<file path="src/design/assert_macros.svh">
// Assertion macros used by the top-level RTL file of the click classifier
`ifndef ASSERT_MACROS_SVH
`define ASSERT_MACROS_SVH

// Same-cycle implication, checked out of reset
`define ASSERT_IMPLY(lbl, clk, rst_n, ante, cons) \
    lbl: assert property (@(posedge clk) disable iff (!rst_n) (ante) |-> (cons)) \
        else $error("implication check failed");

// Next-cycle implication, checked out of reset
`define ASSERT_NEXT(lbl, clk, rst_n, ante, cons) \
    lbl: assert property (@(posedge clk) disable iff (!rst_n) (ante) |=> (cons)) \
        else $error("next-cycle check failed");

`endif

</file>
<file path="src/design/bcc_pkg.sv">
// Types and constants shared by the click classifier modules
package bcc_pkg;

    localparam int unsigned LIMIT_W = 8;
    localparam int unsigned CFG_IDX_W = 1;

    localparam logic [LIMIT_W-1:0] LONG_PRESS_RST = 8'd100;
    localparam logic [LIMIT_W-1:0] DOUBLE_GAP_RST = 8'd30;

    localparam logic [CFG_IDX_W-1:0] CFG_LONG_PRESS = 1'd0;
    localparam logic [CFG_IDX_W-1:0] CFG_DOUBLE_GAP = 1'd1;

    typedef enum logic [2:0] {
        PH_IDLE   = 3'd0,
        PH_VERIFY = 3'd1,
        PH_FIRST  = 3'd2,
        PH_GAP    = 3'd3,
        PH_SECOND = 3'd4,
        PH_LONG   = 3'd5
    } t_phase;

    typedef enum logic [1:0] {
        EV_NONE   = 2'd0,
        EV_SINGLE = 2'd1,
        EV_DOUBLE = 2'd2,
        EV_LONG   = 2'd3
    } t_event;

    // Result of one scan tick, handed to the output stage
    typedef struct packed {
        logic   valid;
        t_event evt;
    } t_evt_beat;

    // Debounce machine status
    typedef struct packed {
        t_phase             phase;
        logic [LIMIT_W-1:0] count;
    } t_fsm_status;

    // Limit registers
    typedef struct packed {
        logic [LIMIT_W-1:0] long_press;
        logic [LIMIT_W-1:0] double_gap;
    } t_limits;

endpackage

</file>
<file path="src/design/button_click_classifier.sv">
// Top level of the button click classifier
//
// Usage:
//   One slave-side item per key scan tick; bit 0 of s_axis_tdata is the
//   sampled key level (1 = pressed). Every accepted item yields exactly one
//   master-side item whose m_axis_tdata[1:0] is the event: none, single
//   click, double click or long press.
//   The limits (long-press hold ticks, double-click gap ticks) are written
//   through i_cfg_we / i_cfg_idx / i_cfg_data while no item is in flight;
//   a limit of 0 acts like 1.
// Timing:
//   The phase machine updates in the cycle the item is accepted and the
//   event is held in one output register, so the result appears in the cycle
//   after acceptance. One item per cycle is taken while the output register
//   is empty or drained in the same cycle.
// Reset (synchronous, active low):
//   Phase returns to idle, counter to zero, limits to 100 and 30, and the
//   output register empties.
// Stall:
//   While m_axis_tready is low with a result pending, s_axis_tready drops
//   and the pending result is held unchanged.
`include "assert_macros.svh"

module button_click_classifier
    import bcc_pkg::*;
(
    input  logic                 i_clk,
    input  logic                 i_rst_n,
    // config port
    input  logic                 i_cfg_we,
    input  logic [CFG_IDX_W-1:0] i_cfg_idx,
    input  logic [LIMIT_W-1:0]   i_cfg_data,
    // scan tick stream
    input  logic                 s_axis_tvalid,
    output logic                 s_axis_tready,
    input  logic [7:0]           s_axis_tdata,  // [0] key_pressed, [7:1] zero
    // event stream
    output logic                 m_axis_tvalid,
    input  logic                 m_axis_tready,
    output logic [7:0]           m_axis_tdata   // [1:0] click_event, [7:2] zero
);

    t_limits     w_limits;
    t_evt_beat   w_beat;
    t_fsm_status w_status;
    t_event      w_out_evt;
    logic        w_free;
    logic        w_step;

    assign s_axis_tready = w_free;
    assign w_step        = s_axis_tvalid && w_free;

    bcc_cfg u_cfg (
        .i_clk      (i_clk),
        .i_rst_n    (i_rst_n),
        .i_cfg_we   (i_cfg_we),
        .i_cfg_idx  (i_cfg_idx),
        .i_cfg_data (i_cfg_data),
        .o_limits   (w_limits)
    );

    bcc_fsm u_fsm (
        .i_clk         (i_clk),
        .i_rst_n       (i_rst_n),
        .i_step        (w_step),
        .i_key_pressed (s_axis_tdata[0]),
        .i_limits      (w_limits),
        .o_beat        (w_beat),
        .o_status      (w_status)
    );

    bcc_out u_out (
        .i_clk    (i_clk),
        .i_rst_n  (i_rst_n),
        .i_beat   (w_beat),
        .i_tready (m_axis_tready),
        .o_free   (w_free),
        .o_tvalid (m_axis_tvalid),
        .o_evt    (w_out_evt)
    );

    assign m_axis_tdata = {6'd0, w_out_evt};

    // Checks
    `ASSERT_NEXT(a_accept_gives_result, i_clk, i_rst_n, w_step, m_axis_tvalid)
    `ASSERT_IMPLY(a_long_count_clear, i_clk, i_rst_n,
        w_status.phase == PH_LONG, w_status.count == '0)
    `ASSERT_IMPLY(a_second_count_clear, i_clk, i_rst_n,
        w_status.phase == PH_SECOND, w_status.count == '0)
    `ASSERT_NEXT(a_double_from_second, i_clk, i_rst_n,
        w_beat.valid && w_beat.evt == EV_DOUBLE, w_status.phase == PH_IDLE)

endmodule

</file>
<file path="src/design/bcc_cfg.sv">
// Limit registers of the click classifier, written through the config port
module bcc_cfg
    import bcc_pkg::*;
(
    input  logic                 i_clk,
    input  logic                 i_rst_n,
    input  logic                 i_cfg_we,
    input  logic [CFG_IDX_W-1:0] i_cfg_idx,
    input  logic [LIMIT_W-1:0]   i_cfg_data,
    output t_limits              o_limits
);

    t_limits r_limits;
    t_limits n_limits;

    // Decode the register index
    always_comb begin
        n_limits = r_limits;
        if (i_cfg_we) begin
            case (i_cfg_idx)
                CFG_LONG_PRESS: n_limits.long_press = i_cfg_data;
                CFG_DOUBLE_GAP: n_limits.double_gap = i_cfg_data;
                default:        n_limits = r_limits;
            endcase
        end
    end

    always_ff @(posedge i_clk) begin
        if (!i_rst_n) begin
            r_limits.long_press <= LONG_PRESS_RST;
            r_limits.double_gap <= DOUBLE_GAP_RST;
        end else begin
            r_limits <= n_limits;
        end
    end

    assign o_limits = r_limits;

endmodule

</file>
<file path="src/design/bcc_fsm.sv">
// Press classification state machine and tick counter
module bcc_fsm
    import bcc_pkg::*;
(
    input  logic        i_clk,
    input  logic        i_rst_n,
    input  logic        i_step,
    input  logic        i_key_pressed,
    input  t_limits     i_limits,
    output t_evt_beat   o_beat,
    output t_fsm_status o_status
);

    t_phase             r_phase;
    t_phase             n_phase;
    logic [LIMIT_W-1:0] r_count;
    logic [LIMIT_W-1:0] n_count;
    logic [LIMIT_W-1:0] w_count_inc;
    t_event             w_evt;

    // Counter bumps first, then compares
    assign w_count_inc = r_count + LIMIT_W'(1);

    always_ff @(posedge i_clk) begin
        if (!i_rst_n) begin
            r_phase <= PH_IDLE;
            r_count <= '0;
        end else if (i_step) begin
            r_phase <= n_phase;
            r_count <= n_count;
        end
    end

    // Next phase, counter and event for this tick
    always_comb begin
        n_phase = r_phase;
        n_count = r_count;
        w_evt   = EV_NONE;
        case (r_phase)
            PH_IDLE: begin
                if (i_key_pressed) n_phase = PH_VERIFY;
            end
            PH_VERIFY: begin
                n_phase = i_key_pressed ? PH_FIRST : PH_IDLE;
            end
            PH_FIRST: begin
                if (!i_key_pressed) begin
                    n_phase = PH_GAP;
                    n_count = '0;
                end else if (w_count_inc >= i_limits.long_press) begin
                    n_phase = PH_LONG;
                    n_count = '0;
                    w_evt   = EV_LONG;
                end else begin
                    n_count = w_count_inc;
                end
            end
            PH_GAP: begin
                if (i_key_pressed) begin
                    n_phase = PH_SECOND;
                    n_count = '0;
                end else if (w_count_inc >= i_limits.double_gap) begin
                    n_phase = PH_IDLE;
                    n_count = '0;
                    w_evt   = EV_SINGLE;
                end else begin
                    n_count = w_count_inc;
                end
            end
            PH_SECOND: begin
                if (!i_key_pressed) begin
                    n_phase = PH_IDLE;
                    w_evt   = EV_DOUBLE;
                end
            end
            PH_LONG: begin
                if (!i_key_pressed) n_phase = PH_IDLE;
            end
            default: begin
                // unreachable codes recover to idle
                n_phase = PH_IDLE;
                n_count = '0;
            end
        endcase
    end

    assign o_beat.valid     = i_step;
    assign o_beat.evt       = w_evt;
    assign o_status.phase   = r_phase;
    assign o_status.count   = r_count;

endmodule

</file>
<file path="src/design/bcc_out.sv">
// Output register stage for click events
module bcc_out
    import bcc_pkg::*;
(
    input  logic      i_clk,
    input  logic      i_rst_n,
    input  t_evt_beat i_beat,
    input  logic      i_tready,
    output logic      o_free,
    output logic      o_tvalid,
    output t_event    o_evt
);

    logic   r_valid;
    t_event r_evt;

    // Stage can take an item when empty or when its item leaves now
    assign o_free = !r_valid || i_tready;

    always_ff @(posedge i_clk) begin
        if (!i_rst_n) begin
            r_valid <= 1'b0;
        end else if (i_beat.valid) begin
            r_valid <= 1'b1;
        end else if (i_tready) begin
            r_valid <= 1'b0;
        end
    end

    // Payload, no reset needed
    always_ff @(posedge i_clk) begin
        if (i_beat.valid) begin
            r_evt <= i_beat.evt;
        end
    end

    assign o_tvalid = r_valid;
    assign o_evt    = r_evt;

endmodule

</file>
<file path="config.mk">
export PLATFORM = sky130hd
export DESIGN_NAME = button_click_classifier
export DESIGN_NICKNAME = d
export VERILOG_FILES = /design/src/design/bcc_pkg.sv /design/src/design/button_click_classifier.sv /design/src/design/bcc_cfg.sv /design/src/design/bcc_fsm.sv /design/src/design/bcc_out.sv
export VERILOG_INCLUDE_DIRS = /design/src /design/src/design
export SDC_FILE = /design/constraint.sdc
export NUM_CORES = 1
export LEC_CHECK = 0
export ABC_AREA = 1
export BUFFER_PORTS_ARGS = -buffer_cell sky130_fd_sc_hd__clkbuf_2
export CAP_MARGIN = 20
export CORE_UTILIZATION = 50
export DETAILED_ROUTE_END_ITERATION = 10
export PLACE_DENSITY = 0.74
export SYNTH_ARGS = -nofsm -noshare
export SYNTH_HDL_FRONTEND = slang
export SYNTH_SLANG_ARGS = --single-unit
</file>
<file path="constraint.sdc">
create_clock -name i_clk -period 3.9 [get_ports i_clk]
set_input_delay 0.78 -clock i_clk [delete_from_list [all_inputs] [get_ports i_clk]]
set_output_delay 0.78 -clock i_clk [all_outputs]
set_load 0.01 [all_outputs]
</file>
Word-level counts from Yosys, hierarchy flattened
Index checks and enable logic that the tools add are counted.
{"block": "totals", "word_cells": 52, "reg_bits": 30, "out_inout_bits": 10}
{"block": "op_classes", "magnitude_cmp": 2, "addsub": 1, "bitwise": 2, "n_reduce_logical": 11, "n_eq_ne": 9, "muxes": 21}
{"operator": "2-to-1 mux 8 bit", "n": 4}
{"operator": "case mux 8 bit (3 select lines)", "n": 1}
{"operator": "2-to-1 mux 3 bit", "n": 6}
{"operator": ">= comparator 8 bit", "n": 2}
{"operator": "case mux 3 bit (5 select lines)", "n": 1}
{"operator": "2-to-1 mux 2 bit", "n": 5}
{"operator": "adder 8 x 1 -> 8 bit (second input constant)", "n": 1}
{"operator": "== test 3 x 2 -> 1 bit (second input constant)", "n": 2}
{"operator": "== test 3 bit (second input constant)", "n": 2}
{"operator": "!= test 3 x 2 -> 1 bit (second input constant)", "n": 2}
{"operator": "case mux 2 bit (3 select lines)", "n": 1}
{"operator": "AND reduction 2 bit", "n": 3}
{"operator": "AND reduction 5 bit", "n": 1}
{"operator": "!= test 2 bit (second input constant)", "n": 2}
{"operator": "OR reduction 4 bit", "n": 1}
{"operator": "== test 3 x 1 -> 1 bit (second input constant)", "n": 1}
{"operator": "zero test 3 bit", "n": 1}
{"operator": "2-to-1 mux 1 bit", "n": 3}
{"operator": "NOT 1 bit", "n": 2}
{"operator": "nonzero test 2 bit", "n": 1}
{"operator": "OR reduction 2 bit", "n": 1}
{"operator": "logical AND 1 bit", "n": 1}
{"operator": "zero test 1 bit", "n": 1}
{"operator": "logical OR 1 bit", "n": 1}

Longest topological paths before layout
{"block": "depth", "word_depth": 5, "ltp_mapped": 14, "ltp_nobuf": 14}

Cells and area by module
From an unflattened synthesis, not the netlist that was laid out.
{"block": "hier_totals", "cells_unflattened": 284, "area_unflattened_um2": 1923.1}
{"module": "bcc_fsm", "cells_per_inst": 185, "area_per_inst_um2": 1152.4, "seq_area_each_um2": 220.2, "instances": 1}
{"module": "bcc_cfg", "cells_per_inst": 82, "area_per_inst_um2": 608.1, "seq_area_each_um2": 320.3, "instances": 1}
{"module": "bcc_out", "cells_per_inst": 8, "area_per_inst_um2": 106.4, "seq_area_each_um2": 80.1, "instances": 1}
{"module": "button_click_classifier", "cells_per_inst": 9, "area_per_inst_um2": 56.3, "seq_area_each_um2": 0.0, "instances": 1}

Least setup slack after synthesis
OpenSTA, ideal clock, no wires.
{"block": "synth_path", "path_kind": "reg2reg", "start": "register u_fsm.r_count[0]", "end": "register u_fsm.r_count[2]", "t_required_ps": 3830, "path_buffers": 0, "path_stages_with_launch": 13, "setup_slack_ps": 1831, "arrival_ps": 1999, "setup_time_ps": 70, "cell_sequence": "dfxtp_1 > ha_1 > nand3_1 > nand3b_1 > xor2_1 > ha_1 > nand2_1 > nor2_1 > nor2_1 > nand3_4 > nand2_4 > nand3_1 > a21oi_1"}
{"block": "synth_via", "elab_chain_len": 5, "elab_cells_between_ends": 8, "classes_between": "1 x add/sub; 2 x order compare; 5 x mux"}
{"item": "start, declared", "line": "bcc_fsm.sv:16", "text": "logic [LIMIT_W-1:0] r_count;"}
{"item": "start signal, assigned", "line": "bcc_fsm.sv:30", "text": "r_count <= n_count;"}
{"item": "adder 8 x 1 -> 8 bit (*)", "line": "bcc_fsm.sv:22", "text": "assign w_count_inc = r_count + LIMIT_W'(1);"}
{"item": ">= comparator 8 bit (on tied branches)", "line": "bcc_fsm.sv:62, bcc_fsm.sv:50"}
{"item": "2-to-1 mux 8 bit (on tied branches)", "line": "bcc_fsm.sv:62, bcc_fsm.sv:50"}
{"item": "2-to-1 mux 8 bit (on tied branches)", "line": "bcc_fsm.sv:59, bcc_fsm.sv:47"}
{"item": "case mux 8 bit (3 select lines) (*)", "line": "bcc_fsm.sv:39", "text": "case (r_phase)"}
Every way passes the cells marked *; elsewhere a longest branch is shown, timed or not.
A chain may end at the register's enable or synchronous reset.

Worst setup path in the final report
Ends and elaborated chain as after synthesis.

==> impl_metrics.csv <==
group,metric,value,unit
status,status,"complete, no violations",
placement,port_buffers,18,
yosys,synth_compound_area_share,13.1,%
clock_network,clockBufferDepth,2,
cells_and_area,fin_area,0.00197,mm²
critical_path,endpoint_kind,"flip-flop",
floorplan,dieArea,0.00385,mm²
clock_network,hold_buffers,0,
floorplan,die_w,62.0,µm
yosys,yosys.cell_types.count,30,
cells_and_area,diodes,0,
grt,grtUsageMet3,6.83,%
cells_and_area,drive_above_1_share,14.8,%
placement,dp.cells,309,
sta,post-route-min-period,2430,ps
grt,grt_overflow,0,
yosys,muxShareOfSynthArea,0,%
yosys,synth_area_per_cell,7.27,µm²
clock_network,insertion_delay,330,ps
clock_network,cts_setup_buffers,0,
sta,tightest_slew,546,ps
critical_path,critPathLaunch,"u_fsm.r_count[0]$_SDFFE_PN0P_",
critical_path,worstReg2RegEnd,"u_fsm.r_count[2]$_SDFFE_PN0P_",
floorplan,die_y,62.0,µm
placement,dp.final_hpwl,2600,µm
grt,grt_usage,20.6,%
yosys,synth_top_family_by_area,"simple AND/OR/NAND/NOR gates",
cells_and_area,area_delta_synth_final,9.10,%
yosys,synth_fa_ha_area_share,11.8,%
cells_and_area,final_cells,317,
drt,wirelength,3390,µm
drt,vias_per_cell,4.88,
critical_path,crit_type,"flip-flop to flip-flop",
grt,use_met1,26.1,%
grt,grt_max_degree,22,
grt,grtUsageMet2,30.9,%
flow_run,drv_cap,0,
power,power_leakage,0.00103,µW
clock_network,cts_buffers,5,
sta,tns,0,ps
critical_path,rr_startpoint,"u_fsm.r_count[0]$_SDFFE_PN0P_",
critical_path,worstPathMaxFanout,8,
drt,drc,0,
sta,slew_headroom,63.4,%
floorplan,rows,21,
drt,drt_iter0_markers,53,
yosys,synthXorXnorAreaFrac,2.92,%
critical_path,cp.arrival,2690,ps
clock_network,htree_levels,2,
drt,num_vias,1546,
placement,place_area,0.00192,mm²
critical_path,crit_required,4160,ps
power,ir_drop,0.260,mV
critical_path,r2r_cells,12,
yosys,netlist_area,0.00180,mm²
power,p_per_area,319,mW/mm²
yosys,ys_ff_latch,30,
grt,grt_antenna_before_repair,0,
clock_network,cts_resized,0,
floorplan,io_pins,32,
critical_path,critPathCapture,"u_fsm.r_count[2]$_SDFFE_PN0P_",
drt,postRouteAntennaNets,0,
clock_network,clk_pin_slew_worst_paths,90,ps
grt,grt_pass1_vias,1317,
cells_and_area,layout.nets,309,
sta,clock_skew,4.21,ps
sta,rsz0062_at_grt,"false",
sta,layout_worst_path_cycle_share,62.3,%
grt,grt_pass1_wl,5620,µm
critical_path,r2r_slack,1470,ps
floorplan,core_region_area,0.00339,mm²
clock_network,cts.sinks,30,
yosys,ys_seq_area_share,34.4,%
yosys,synth-simple-area-share,25.2,%
grt,busiest_layer,"met2",
critical_path,worst_setup_path_start_kind,"flip-flop",
clock_network,cts_tree,"yes",
yosys,ys_warn_count,0,
drt,first_pass_iters,4,
drt,wl_per_cell,10.7,µm
min_path,hp-class,"flip-flop to flip-flop",
sta,drv_slew,0,
sta,clock.fmax,0.412,GHz
placement,gp_congestion,0.772,
floorplan,start_util,53.2,%
sta,setup_viol,0,
clock_network,cts_root_buffer,"clkbuf_4",
sta,final_hold_viol_count,0,
sta,fin_hold_ws,467,ps
yosys,netlist_instances,248,
cells in the mapped netlist:
cell type | n | area [µm²]
a21o_1 | 2 | 15.0
a21oi_1 | 19 | 95.1
a31oi_1 | 1 | 6.26
buf_4 | 6 | 45.0
clkbuf_1 | 2 | 7.51
clkinv_1 | 1 | 3.75
conb_1 | 1 | 3.75
dfxtp_1 | 28 | 561
edfxtp_1 | 2 | 60.1
ha_1 | 17 | 213
inv_1 | 38 | 143
inv_2 | 6 | 22.5
nand2_1 | 57 | 214
nand2_2 | 1 | 6.26
nand2_4 | 1 | 11.3
nand3_1 | 9 | 45.0
nand3_2 | 2 | 20.0
nand3_4 | 1 | 17.5
nand3b_1 | 1 | 7.51
nand4_1 | 2 | 12.5
nor2_1 | 21 | 78.8
nor2_2 | 2 | 12.5
nor2_4 | 1 | 11.3
nor3_1 | 1 | 5.00
nor4_2 | 1 | 12.5
o211ai_1 | 7 | 52.6
o21ai_0 | 10 | 50.1
o21ai_2 | 1 | 8.76
o41ai_1 | 1 | 8.76
xor2_1 | 6 | 52.6
cell families after synthesis:
family / after synthesis
flip-flops: 30
AND/OR/NAND/NOR: 100
other: 1
adder cells (fa/ha/maj): 17
AO/OA/AOI/OAI: 41
buffers and inverters: 53
XOR/XNOR: 6
layer usage:
metal | wire, µm | share of wire (%)
met5 | 0 | 0
met2 | 1480 | 44
met3 | 182 | 5.4
met4 | 63 | 1.9
met1 | 1660 | 49
cell usage in the layout (no fill, tap or decap), drive strengths merged:
cell type / instances
nand2: 59
inv: 44
dfxtp: 28
nor2: 24
clkbuf: 24
a21oi: 19
ha: 17
nand3: 12
o21ai: 11
o211ai: 7
xor2: 6
conb: 6
clkinv: 3
a21o: 2
nand4: 2
edfxtp: 2
nand3b: 1
o41ai: 1
nor4: 1
nor3: 1
a31oi: 1
where the power goes:
group	internal, µW	leakage, µW	switching (µW)
clock	67.6	0.0000297	109
sequential	328	0.000250	10.0
combinational	38.6	0.000748	74.2
total	434	0.00103	193
worst min-delay path by stage:
stage	startpoint	slack [ps]	to	cells after the start
after detailed placement	u_cfg.o_limits[12]$_SDFFE_PN0P_	460	u_cfg.o_limits[12]$_SDFFE_PN0P_	2
after floorplan	u_cfg.o_limits[11]$_SDFFE_PN0P_	440	u_cfg.o_limits[11]$_SDFFE_PN0P_	2
after CTS	u_cfg.o_limits[12]$_SDFFE_PN0P_	470	u_cfg.o_limits[12]$_SDFFE_PN0P_	2
final	u_cfg.o_limits[5]$_SDFFE_PN0P_	470	u_cfg.o_limits[5]$_SDFFE_PN0P_	2
after global routing	u_cfg.o_limits[12]$_SDFFE_PN0P_	510	u_cfg.o_limits[12]$_SDFFE_PN0P_	2
after global placement	u_cfg.o_limits[5]$_SDFFE_PN0P_	450	u_cfg.o_limits[5]$_SDFFE_PN0P_	2
sequential cells by signal, summed over array words and instances (netlist names):
| name | flops |
|---|---|
| u_out.o_tvalid | 1 |
| u_fsm.r_phase | 3 |
| u_fsm.r_count | 8 |
| u_out.o_evt | 2 |
| u_cfg.o_limits | 16 |
stage by stage:
| step | total power (µW) | setup slack [ps] | utilization, % |
|---|---|---|---|
| after global routing | 663 | 1290 | 58.0 |
| final | 628 | 1470 | 58.0 |
| after detailed placement | 457 | 1520 | 56.5 |
| after CTS | 635 | 1500 | 58.0 |
| after floorplan | 432 | 1830 | - |
| after global placement | 454 | 1540 | 56.5 |
cell type report:
type	count	area, µm²
fillers	333	1420
multi-input cells	170	978
flip-flops and latches	30	621
inverters	45	169
repair buffers	18	90.1
well taps	46	57.6
clock buffers	6	41.3
clock inverters	2	8.76
critical path, cell delays in order, from the launching register on:
cell and delay [ps]:
dfxtp_1 420, ha_1 210, nand3_1 110, nand3b_1 190
xor2_1 300, ha_1 300, nand2_1 80, nor2_1 50
nor2_1 160, nand3_2 170, nand2_4 150, nand3_1 80
a21oi_1 150
Power figures use the tool's default switching activity.
